## config.mk

```make
export PLATFORM = sky130hd
export DESIGN_NAME = fan_drive_long_pwm_feedback_core
export DESIGN_NICKNAME = d
export VERILOG_FILES = /design/src/design/fdlp_pkg.sv /design/src/design/fan_drive_long_pwm_feedback_core.sv
export SDC_FILE = /design/constraint.sdc
export NUM_CORES = 1
export LEC_CHECK = 0
export ABC_AREA = 0
export BUFFER_PORTS_ARGS = -buffer_cell sky130_fd_sc_hd__buf_2
export CAP_MARGIN = 10
export CORE_UTILIZATION = 40
export CTS_CLUSTER_DIAMETER = 200
export DETAILED_ROUTE_END_ITERATION = 6
export GPL_TIMING_DRIVEN = 0
export PLACE_DENSITY = 0.53
export SYNTH_ARGS = -nofsm -noshare
export SYNTH_HDL_FRONTEND = slang
export SYNTH_SLANG_ARGS = --single-unit
```

## constraint.sdc

```tcl
create_clock -name clk -period 13.9 [get_ports clk]
set_clock_uncertainty 0.15 [all_clocks]
set_input_delay 2.78 -clock clk [delete_from_list [all_inputs] [get_ports clk]]
set_output_delay 2.78 -clock clk [all_outputs]
set_load 0.1 [all_outputs]
```

## src/design/fdlp_pkg.sv

```systemverilog
// ----------------------------------------------------------------------------
// fdlp_pkg
// shared types and constants for the long-period pwm fan drive core
// ----------------------------------------------------------------------------
package fdlp_pkg;

	// long pulse train length in control periods
	localparam int PERIOD_STEPS_DEF = 10;

	// field widths
	localparam int PCT_W   = 7;
	localparam int LVL_W   = 8;
	localparam int PROD_W  = 15;
	localparam int IDX_W   = 3;
	localparam int TDATA_W = 16;
	localparam int CNT_W   = 4;
	localparam int DIV_STEPS = PROD_W;

	// register indexes
	localparam logic [IDX_W-1:0] REG_ACTIVE_FLOOR = 3'd0;
	localparam logic [IDX_W-1:0] REG_CUR_MAX      = 3'd1;
	localparam logic [IDX_W-1:0] REG_MIN_SPEED    = 3'd2;
	localparam logic [IDX_W-1:0] REG_MAX_SPEED    = 3'd3;
	localparam logic [IDX_W-1:0] REG_INVERT       = 3'd4;
	localparam logic [IDX_W-1:0] REG_FEEDVOLT     = 3'd5;

	// percent limits and reset values
	localparam logic [PCT_W-1:0] PCT_FULL      = 7'd100;
	localparam logic [PCT_W-1:0] FLOOR_MAX     = 7'd99;
	localparam logic [PCT_W-1:0] MIN_SPEED_RST = 7'd10;

	// blower target mapping
	localparam logic [LVL_W-1:0] TGT_FULL     = 8'd255;
	localparam logic [LVL_W-1:0] TGT_FV_LOW   = 8'd94;
	localparam logic [LVL_W-1:0] TGT_FV_SPAN  = 8'd135;
	localparam logic [LVL_W-1:0] BOOST_DUTY   = 8'd255;
	localparam logic [LVL_W-1:0] BOOST_PRESET = 8'd128;

	// sequencer states
	typedef enum logic [3:0] {
		ST_IDLE,
		ST_RESCALE,
		ST_DIV,
		ST_PULSE,
		ST_GATE,
		ST_INVERT,
		ST_SCALE,
		ST_TARGET,
		ST_TRIM,
		ST_DONE
	} state_t;

	// which step consumes the divider quotient
	typedef enum logic [1:0] {
		PH_RESCALE,
		PH_PULSE,
		PH_TARGET
	} phase_t;

endpackage

```

## src/design/fan_drive_long_pwm_feedback_core.sv

```systemverilog
// ----------------------------------------------------------------------------
// fan_drive_long_pwm_feedback_core
// fan output stage: percent rescale, long-period pulsing, invert, blower
// target mapping, kick start and feedback voltage trim of the drive level
// ----------------------------------------------------------------------------
// Usage
//   s_* stream: one transaction per control request. s_tuser is the request
//   type (1 full-period commit, 0 sub-period feedback trim), s_tdata carries
//   the controller percent and the feedback reading.
//   m_* stream: one transaction per request with duty and fan speed in
//   m_tdata and the kick start flag in m_tuser.
//   cfg_* channel: register writes, index 0..5, always ready; write only
//   while no request is in flight. Other indexes are dropped.
// Sequencing
//   a sub-period trim goes straight to the trim step. A commit runs the
//   shared 15-step restoring divider one to three times: for the rescale,
//   again in the long pulse range, and for the target unless the speed
//   ends at 0; a kick start skips the trim. s_tready returns as the result
//   shows; one request is worked at a time, s_tready is high only while idle.
// Reset and stall
//   arst_n clears the control state and loads the register reset values. A result
//   not taken sits in the output register; the next request is still taken
//   and waits in its last step until the output register frees up.
// ----------------------------------------------------------------------------
module fan_drive_long_pwm_feedback_core #(
	parameter int PERIOD_STEPS = fdlp_pkg::PERIOD_STEPS_DEF // 2..200
) (
	input  logic                          clk,
	input  logic                          arst_n,
	// request stream
	input  logic                          s_tvalid,
	output logic                          s_tready,
	input  logic [fdlp_pkg::TDATA_W-1:0]  s_tdata,  // pid_percent[6:0], feedback_level[14:7]
	input  logic                          s_tuser,  // req_type
	// result stream
	output logic                          m_tvalid,
	input  logic                          m_tready,
	output logic [fdlp_pkg::TDATA_W-1:0]  m_tdata,  // pwm_duty[7:0], fan_speed[14:8]
	output logic                          m_tuser,  // boost
	// configuration writes
	input  logic                          cfg_valid,
	output logic                          cfg_ready,
	input  logic [fdlp_pkg::IDX_W-1:0]    cfg_index,
	input  logic [fdlp_pkg::PCT_W-1:0]    cfg_data
);

	localparam int PCT_W  = fdlp_pkg::PCT_W;
	localparam int LVL_W  = fdlp_pkg::LVL_W;
	localparam int PROD_W = fdlp_pkg::PROD_W;
	localparam int CNT_W  = fdlp_pkg::CNT_W;
	localparam logic [LVL_W-1:0] STEPS_LAST = LVL_W'(PERIOD_STEPS - 1);

	fdlp_pkg::state_t state_q, state_d;
	fdlp_pkg::phase_t phase_q;

	// configuration registers
	logic [PCT_W-1:0] floor_q, cmax_q, mins_q, maxs_q;
	logic             invert_q, feedvolt_q;

	// request and block state
	logic [PCT_W-1:0] pct_q, spd_q, last_speed_q;
	logic [LVL_W-1:0] fb_q, timer_q, target_q, drive_q, duty_q;
	logic             boost_q, kick_q;

	// divider registers
	logic [PROD_W-1:0] quo_q;
	logic [PCT_W-1:0]  rem_q, den_q;
	logic [CNT_W-1:0]  cnt_q;

	// output register
	logic                         m_tvalid_q, m_tuser_q;
	logic [fdlp_pkg::TDATA_W-1:0] m_tdata_q;

	// control from the sequencer
	logic              div_load;
	logic [LVL_W-1:0]  mul_a;
	logic [PCT_W-1:0]  mul_b, den_d;
	logic [PROD_W-1:0] product;

	// saturated register views
	logic [PCT_W-1:0] floor_sat, cmax_sat, mins_sat, maxs_sat, pct_excess, quo7, spd_inv;
	logic             out_free, div_last;

	assign floor_sat = (floor_q > fdlp_pkg::FLOOR_MAX) ? fdlp_pkg::FLOOR_MAX : floor_q;
	assign cmax_sat  = (cmax_q > fdlp_pkg::PCT_FULL) ? fdlp_pkg::PCT_FULL : cmax_q;
	assign mins_sat  = (mins_q > fdlp_pkg::PCT_FULL) ? fdlp_pkg::PCT_FULL : mins_q;
	assign maxs_sat  = (maxs_q > fdlp_pkg::PCT_FULL) ? fdlp_pkg::PCT_FULL : maxs_q;
	assign pct_excess = (pct_q >= floor_sat) ? (pct_q - floor_sat) : '0;
	assign quo7      = quo_q[PCT_W-1:0];
	assign spd_inv   = invert_q ? ((maxs_sat > spd_q) ? (maxs_sat - spd_q) : '0) : spd_q;
	assign out_free  = !m_tvalid_q || m_tready;
	assign div_last  = (cnt_q == CNT_W'(fdlp_pkg::DIV_STEPS - 1));

	// shared multiplier feeding the divider numerator
	assign product = PROD_W'(mul_a) * PROD_W'(mul_b);

	// divider step: shift in one numerator bit, subtract when it fits
	logic [PCT_W:0]   trial;
	logic             fits;
	logic [PCT_W-1:0] rem_next;
	always_comb begin
		trial    = {rem_q, quo_q[PROD_W-1]};
		fits     = (trial >= {1'b0, den_q});
		rem_next = fits ? PCT_W'(trial - {1'b0, den_q}) : trial[PCT_W-1:0];
	end

	// trim: drive + (target - fb)/2 toward 0, clamp 1..255, if feedvolt and target != 0
	logic signed [LVL_W+1:0] err, half, nv;
	logic [LVL_W-1:0]        trim_lvl;
	always_comb begin
		err  = $signed({2'b00, target_q}) - $signed({2'b00, fb_q});
		half = (err + ((err < 0) ? 10'sd1 : 10'sd0)) >>> 1;
		nv   = $signed({2'b00, drive_q}) + half;
		if (target_q == '0 || !feedvolt_q) begin
			trim_lvl = target_q;
		end else if (nv < 10'sd1) begin
			trim_lvl = LVL_W'(1);
		end else if (nv > 10'sd255) begin
			trim_lvl = fdlp_pkg::TGT_FULL;
		end else begin
			trim_lvl = nv[LVL_W-1:0];
		end
	end

	// next state
	always_comb begin
		state_d = state_q;
		unique case (state_q)
			fdlp_pkg::ST_IDLE:
				if (s_tvalid) state_d = s_tuser ? fdlp_pkg::ST_RESCALE : fdlp_pkg::ST_TRIM;
			fdlp_pkg::ST_RESCALE: state_d = fdlp_pkg::ST_DIV;
			fdlp_pkg::ST_DIV: begin
				if (div_last) begin
					unique case (phase_q)
						fdlp_pkg::PH_RESCALE: state_d = fdlp_pkg::ST_PULSE;
						fdlp_pkg::PH_PULSE:   state_d = fdlp_pkg::ST_GATE;
						default:              state_d = fdlp_pkg::ST_TARGET;
					endcase
				end
			end
			fdlp_pkg::ST_PULSE:
				state_d = (quo7 < mins_sat) ? fdlp_pkg::ST_DIV : fdlp_pkg::ST_INVERT;
			fdlp_pkg::ST_GATE:   state_d = fdlp_pkg::ST_INVERT;
			fdlp_pkg::ST_INVERT: state_d = fdlp_pkg::ST_SCALE;
			fdlp_pkg::ST_SCALE:
				state_d = (spd_q == '0) ? fdlp_pkg::ST_TRIM : fdlp_pkg::ST_DIV;
			fdlp_pkg::ST_TARGET:
				state_d = kick_q ? fdlp_pkg::ST_DONE : fdlp_pkg::ST_TRIM;
			fdlp_pkg::ST_TRIM:   state_d = fdlp_pkg::ST_DONE;
			fdlp_pkg::ST_DONE:
				if (out_free) state_d = fdlp_pkg::ST_IDLE;
			default: state_d = fdlp_pkg::ST_IDLE;
		endcase
	end

	// sequencer outputs: multiplier operands and divider load
	always_comb begin
		s_tready = (state_q == fdlp_pkg::ST_IDLE);
		div_load = 1'b0;
		mul_a    = '0;
		mul_b    = '0;
		den_d    = fdlp_pkg::PCT_FULL;
		unique case (state_q)
			fdlp_pkg::ST_RESCALE: begin
				div_load = 1'b1;
				mul_a    = {1'b0, pct_excess};
				mul_b    = cmax_sat;
				den_d    = fdlp_pkg::PCT_FULL - floor_sat;
			end
			fdlp_pkg::ST_PULSE: begin
				div_load = (quo7 < mins_sat);
				mul_a    = LVL_W'(PERIOD_STEPS);
				mul_b    = quo7;
				den_d    = mins_sat;
			end
			fdlp_pkg::ST_SCALE: begin
				div_load = (spd_q != '0);
				mul_a    = feedvolt_q ? fdlp_pkg::TGT_FV_SPAN : fdlp_pkg::TGT_FULL;
				mul_b    = spd_q;
			end
			default: ;
		endcase
	end

	// state register
	always_ff @(posedge clk or negedge arst_n) begin
		if (!arst_n) begin
			state_q <= fdlp_pkg::ST_IDLE;
		end else begin
			state_q <= state_d;
		end
	end

	// configuration writes
	always_ff @(posedge clk or negedge arst_n) begin
		if (!arst_n) begin
			floor_q    <= '0;
			cmax_q     <= fdlp_pkg::PCT_FULL;
			mins_q     <= fdlp_pkg::MIN_SPEED_RST;
			maxs_q     <= fdlp_pkg::PCT_FULL;
			invert_q   <= 1'b0;
			feedvolt_q <= 1'b0;
		end else if (cfg_valid) begin
			unique case (cfg_index)
				fdlp_pkg::REG_ACTIVE_FLOOR: floor_q    <= cfg_data;
				fdlp_pkg::REG_CUR_MAX:      cmax_q     <= cfg_data;
				fdlp_pkg::REG_MIN_SPEED:    mins_q     <= cfg_data;
				fdlp_pkg::REG_MAX_SPEED:    maxs_q     <= cfg_data;
				fdlp_pkg::REG_INVERT:       invert_q   <= cfg_data[0];
				fdlp_pkg::REG_FEEDVOLT:     feedvolt_q <= cfg_data[0];
				default: ;
			endcase
		end
	end
	assign cfg_ready = 1'b1;

	// shared divider
	always_ff @(posedge clk or negedge arst_n) begin
		if (!arst_n) begin
			cnt_q   <= '0;
			phase_q <= fdlp_pkg::PH_RESCALE;
		end else if (div_load) begin
			cnt_q <= '0;
			priority case (state_q)
				fdlp_pkg::ST_RESCALE: phase_q <= fdlp_pkg::PH_RESCALE;
				fdlp_pkg::ST_PULSE:   phase_q <= fdlp_pkg::PH_PULSE;
				default:              phase_q <= fdlp_pkg::PH_TARGET;
			endcase
		end else if (state_q == fdlp_pkg::ST_DIV) begin
			cnt_q <= cnt_q + CNT_W'(1);
		end
	end

	always_ff @(posedge clk) begin
		if (div_load) begin
			quo_q <= product;
			rem_q <= '0;
			den_q <= den_d;
		end else if (state_q == fdlp_pkg::ST_DIV) begin
			quo_q <= {quo_q[PROD_W-2:0], fits};
			rem_q <= rem_next;
		end
	end

	// request capture and speed path
	always_ff @(posedge clk) begin
		if (s_tvalid && s_tready) begin
			pct_q <= (s_tdata[PCT_W-1:0] > fdlp_pkg::PCT_FULL) ?
				fdlp_pkg::PCT_FULL : s_tdata[PCT_W-1:0];
			fb_q  <= s_tdata[PCT_W +: LVL_W];
		end
		priority case (state_q)
			fdlp_pkg::ST_PULSE:  spd_q <= quo7;
			fdlp_pkg::ST_GATE:   spd_q <= ({{(LVL_W-1){1'b0}}, timer_q} < quo_q) ? mins_sat : '0;
			fdlp_pkg::ST_INVERT: spd_q <= spd_inv;
			default: ;
		endcase
	end

	// block state, duty and kick start
	always_ff @(posedge clk or negedge arst_n) begin
		if (!arst_n) begin
			timer_q      <= '0;
			target_q     <= '0;
			drive_q      <= '0;
			last_speed_q <= '0;
			duty_q       <= '0;
			boost_q      <= 1'b0;
			kick_q       <= 1'b0;
		end else begin
			unique case (state_q)
				fdlp_pkg::ST_IDLE:
					if (s_tvalid) boost_q <= 1'b0;
				fdlp_pkg::ST_PULSE:
					if (quo7 >= mins_sat) timer_q <= '0;
				fdlp_pkg::ST_GATE:
					timer_q <= (timer_q + LVL_W'(1) > STEPS_LAST) ? '0 : timer_q + LVL_W'(1);
				fdlp_pkg::ST_INVERT:
					last_speed_q <= spd_inv;
				fdlp_pkg::ST_SCALE: begin
					if (spd_q == '0) target_q <= '0;
					kick_q <= (target_q == '0);
				end
				fdlp_pkg::ST_TARGET: begin
					target_q <= quo_q[LVL_W-1:0] + (feedvolt_q ? fdlp_pkg::TGT_FV_LOW : '0);
					if (kick_q) begin
						drive_q <= fdlp_pkg::BOOST_PRESET;
						duty_q  <= fdlp_pkg::BOOST_DUTY;
						boost_q <= 1'b1;
					end
				end
				fdlp_pkg::ST_TRIM: begin
					drive_q <= trim_lvl;
					duty_q  <= trim_lvl;
				end
				default: ;
			endcase
		end
	end

	// output register
	always_ff @(posedge clk or negedge arst_n) begin
		if (!arst_n) begin
			m_tvalid_q <= 1'b0;
		end else if (state_q == fdlp_pkg::ST_DONE && out_free) begin
			m_tvalid_q <= 1'b1;
		end else if (m_tready) begin
			m_tvalid_q <= 1'b0;
		end
	end

	always_ff @(posedge clk) begin
		if (state_q == fdlp_pkg::ST_DONE && out_free) begin
			m_tdata_q <= {1'b0, last_speed_q, duty_q};
			m_tuser_q <= boost_q;
		end
	end

	assign m_tvalid = m_tvalid_q;
	assign m_tdata  = m_tdata_q;
	assign m_tuser  = m_tuser_q;

	// checks
	a_timer_range: assert property (@(posedge clk) disable iff (!arst_n)
		timer_q < LVL_W'(PERIOD_STEPS))
		else $error("long pulse timer out of range");

	a_div_nonzero: assert property (@(posedge clk) disable iff (!arst_n)
		(state_q == fdlp_pkg::ST_DIV) |-> (den_q != '0))
		else $error("divider running with zero divisor");

	a_boost_duty: assert property (@(posedge clk) disable iff (!arst_n)
		(m_tvalid && m_tuser) |-> (m_tdata[LVL_W-1:0] == fdlp_pkg::BOOST_DUTY))
		else $error("kick start result without full duty");

	a_busy_after_accept: assert property (@(posedge clk) disable iff (!arst_n)
		(s_tvalid && s_tready) |=> !s_tready)
		else $error("request taken while a request is in flight");

endmodule

```

==> impl_metrics.toml <==
[run_status]
outcome = "finished, violations left"
violations = "design-rule violations"

[timing]
timing.slew.headroom_pct = 8.82
finalSetupTns_ns = 0
fmax_ghz = 0.138
rsz0062_at_grt = "false"
hold_viol_final = 0
slew_violations = 0
worstMarginPinSlew_ns = 1.37
finalCritPeriodShare_pct = 52.3
period_minus_slack_ns = 7.27
finalSetupViolCount = 0

[worst_setup_path]
cp.required_ns = 13.91
worst_path_most_repeated_cell = "inv_1"
path_class = "flop to flop"
arrival_ns = 7.28
reg2reg_setup_slack_ns = 6.63
reg2reg_to = "quo_q[14]"
timing.rr.start = "floor_q[3]"
path_max_fanout = 7
r2r_cells = 28
startpoint = "floor_q[3]"
cp_slowest_cell = "fa_1"
critPathCaptureType = "flop"
cp_top_family = "compound AO/OA/AOI/OAI gates"
startpoint_type = "flop"
crit_buf_inv = 5
max_stage_delay_ns = 0.53

[clock_tree]
post_cts_buffers = 0
h-tree-depth = 4
clockRootBuffer = "clkbuf_16"
cts_resized = 0
cts_made_buffers = 17
clkTransAtPathRegs_ns = 0.07
tritoncts = "done"
clockBufferDepth = 2
cts_hold_buf = 0
cts_sinks = 148
clock_latency_ns = 0.43

[placement]
gp_congestion = 0.914
dp.cells = 1501
port_buffers = 48
dp_hpwl_microns = 21500

[routing]
drc = 1
vias = 8322
ant_nets = 0
via_per_inst = 5.43
wl_microns = 27100
wl_per_cell_microns = 17.7
firstDrtPassIters = 7
drtIter0Drc = 584

[floorplan]
die_h_microns = 166
die-area_sq_um = 27700
rows = 59
ios = 52
die_w_microns = 166
core-area_sq_um = 26300
start_util_pct = 41.1

[power]
ir_worst_vdd_mv = 0.0941
power.density_nw_per_um2 = 218
p_leak_uw = 0.00544

[synth]
avgSynthCellArea_sq_um = 9.68
syn_area_sq_um = 10800
synthCells = 1116
syn_nets = 1278
yosysWarnings = 0
synthFlopType = "dfrtp_1"
ys_ff_latch = 148
synth.distinct_cells = 85
synthArstFlopShare_pct = 54.7
synth-edff-count = 60
synth_seq_area_share_pct = 36.8

[run]
cap_viol_max_count = 0

[worst_hold_path]
hold_depth = 0
min_to = "m_tdata[9]"
worst_hold_path_type = "flop to flop"
min-delay-start = "last_speed_q[1]"

[finish]
nets = 1347
syn2layout_area_growth_pct = 11.8
finalNonFillerCells = 1533
drive_above_1_share_pct = 12.1
diodes = 0

[grt]
grt_overflow_total = 0
antenna_found_initial = 0
track_usage_pct = 20.3
grt_pass1_wl_microns = 43900
grt_start_max_net_pins = 53
grt_pass1_vias = 8172
-- worst register-to-register path: cells and delay by family, from the launching register on --
kind	cells	cell delay (ns)
XOR/XNOR	1	0.15
AO/OA/AOI/OAI	12	2.69
adder cells (fa/ha/maj)	6	2.67
AND/OR/NAND/NOR	4	0.72
flip-flops	1	0.40
buffers and inverters	5	0.24
-- Yosys cell counts (9+ instances only) --
cell type,instances,area [sq um]
nor2b_1,18,113
and3_1,11,68.8
a21o_1,23,173
nor2_1,63,236
a22o_1,9,78.8
a21boi_0,20,150
fa_1,35,701
nand2_1,91,342
o21bai_1,9,67.6
edfxtp_1,60,1800
o21ai_0,68,340
and2_1,13,81.3
a31oi_1,15,93.8
nand2b_1,9,56.3
a21oi_1,82,410
a211oi_1,15,113
mux2_2,28,315
dfrtp_1,73,1830
xor2_1,22,193
o21a_1,9,67.6
nand4_1,9,56.3
xnor2_1,27,236
clkbuf_1,30,113
nor3_1,18,90.1
nand3_1,23,115
inv_1,108,405
ha_1,95,1190
-- cell usage in the layout (no fill, tap or decap), types with 7 or more instances in the layout --
cell type	Yosys	routed
clkbuf_16	0	17
ha_1	95	95
fa_1	35	35
nand4_1	9	9
a31oi_1	15	15
a22o_1	9	9
o21ai_0	68	68
clkbuf_1	30	30
inv_1	108	108
edfxtp_1	60	60
o21bai_1	9	9
nand2_1	91	91
nand2b_1	9	9
nor3_1	18	18
nor2_1	63	63
or2_2	8	8
dfstp_2	8	8
a21o_1	23	23
xor2_1	22	22
mux2_2	28	28
dfxtp_1	7	7
nand3_1	23	23
o21a_1	9	9
and2_1	13	13
a211oi_1	15	15
buf_2	1	48
xnor2_1	27	27
a21oi_1	82	82
dfrtp_1	73	73
a21boi_0	20	20
nor2b_1	18	17
and3_1	11	11
-- metal layers --
layer	vias to the layer above	part of all wire, %	global-route usage, %
li1	4149	-	-
met1	4003	49	27.5
met2	135	46	33.5
met3	35	2.7	2.76
met4	0	2.2	6.52
met5	-	0	0
-- state kept, by name, indices dropped and copies added (netlist names), 8 cells and up --
signal / count
drive_q: 8
fb_q: 8
m_tdata: 15
quo_q: 15
target_q: 8
timer_q: 8
-- power breakdown --
part	internal, uW	switching [uW]	total (uW)
Clock	251	206	457
Combinational	562	859	1420
Sequential	633	121	754
-- cell families after synthesis --
group	Yosys count	share of synthesized area (%)
mux	34	3.48
flops	148	36.8
other cells	2	0.0695
xor+xnor	49	3.97
buf+inv	143	5.12
compound gates	311	19.1
fa+ha+maj	130	17.5
simple gates	299	14.0
-- metrics by stage --
stage / utilization, % / instance area, sq um / hold slack, ns / power [uW] / worst slack [ns]
finish: 46.0 / 12100 / 0.294 / 2630 / 6.63
global route: 46.0 / 12100 / 0.302 / 2860 / 6.03
CTS: 46.0 / 12100 / 0.298 / 2650 / 6.58
detailed placement: 43.8 / 11500 / 0.281 / 2180 / 6.61
global placement: 43.6 / 11500 / 0.283 / 2160 / 6.62
floorplan: - / 10800 / 0.266 / 1820 / 7.28
-- final cells by class --
cell class / instances / area, sq um
Clock buffer: 17 / 425
Inverter: 108 / 405
Buffer: 35 / 148
Clock inverter: 15 / 143
Fill cell: 2587 / 14200
Sequential cell: 148 / 3980
Timing Repair Buffer: 50 / 285
Multi-Input combinational cell: 825 / 6270
Tap cell: 335 / 419
-- worst max-delay path by stage --
| stage | depth (start not counted) | to |
|---|---|---|
| 2_1_floorplan | 2 | s_tready |
| 3_3_place_gp | 28 | quo_q[14] |
| 3_5_place_dp | 28 | quo_q[14] |
| 4_1_cts | 28 | quo_q[14] |
| 5_1_grt | 28 | quo_q[14] |
| 6_report | 28 | quo_q[14] |
(Power assumes the default switching activity.)
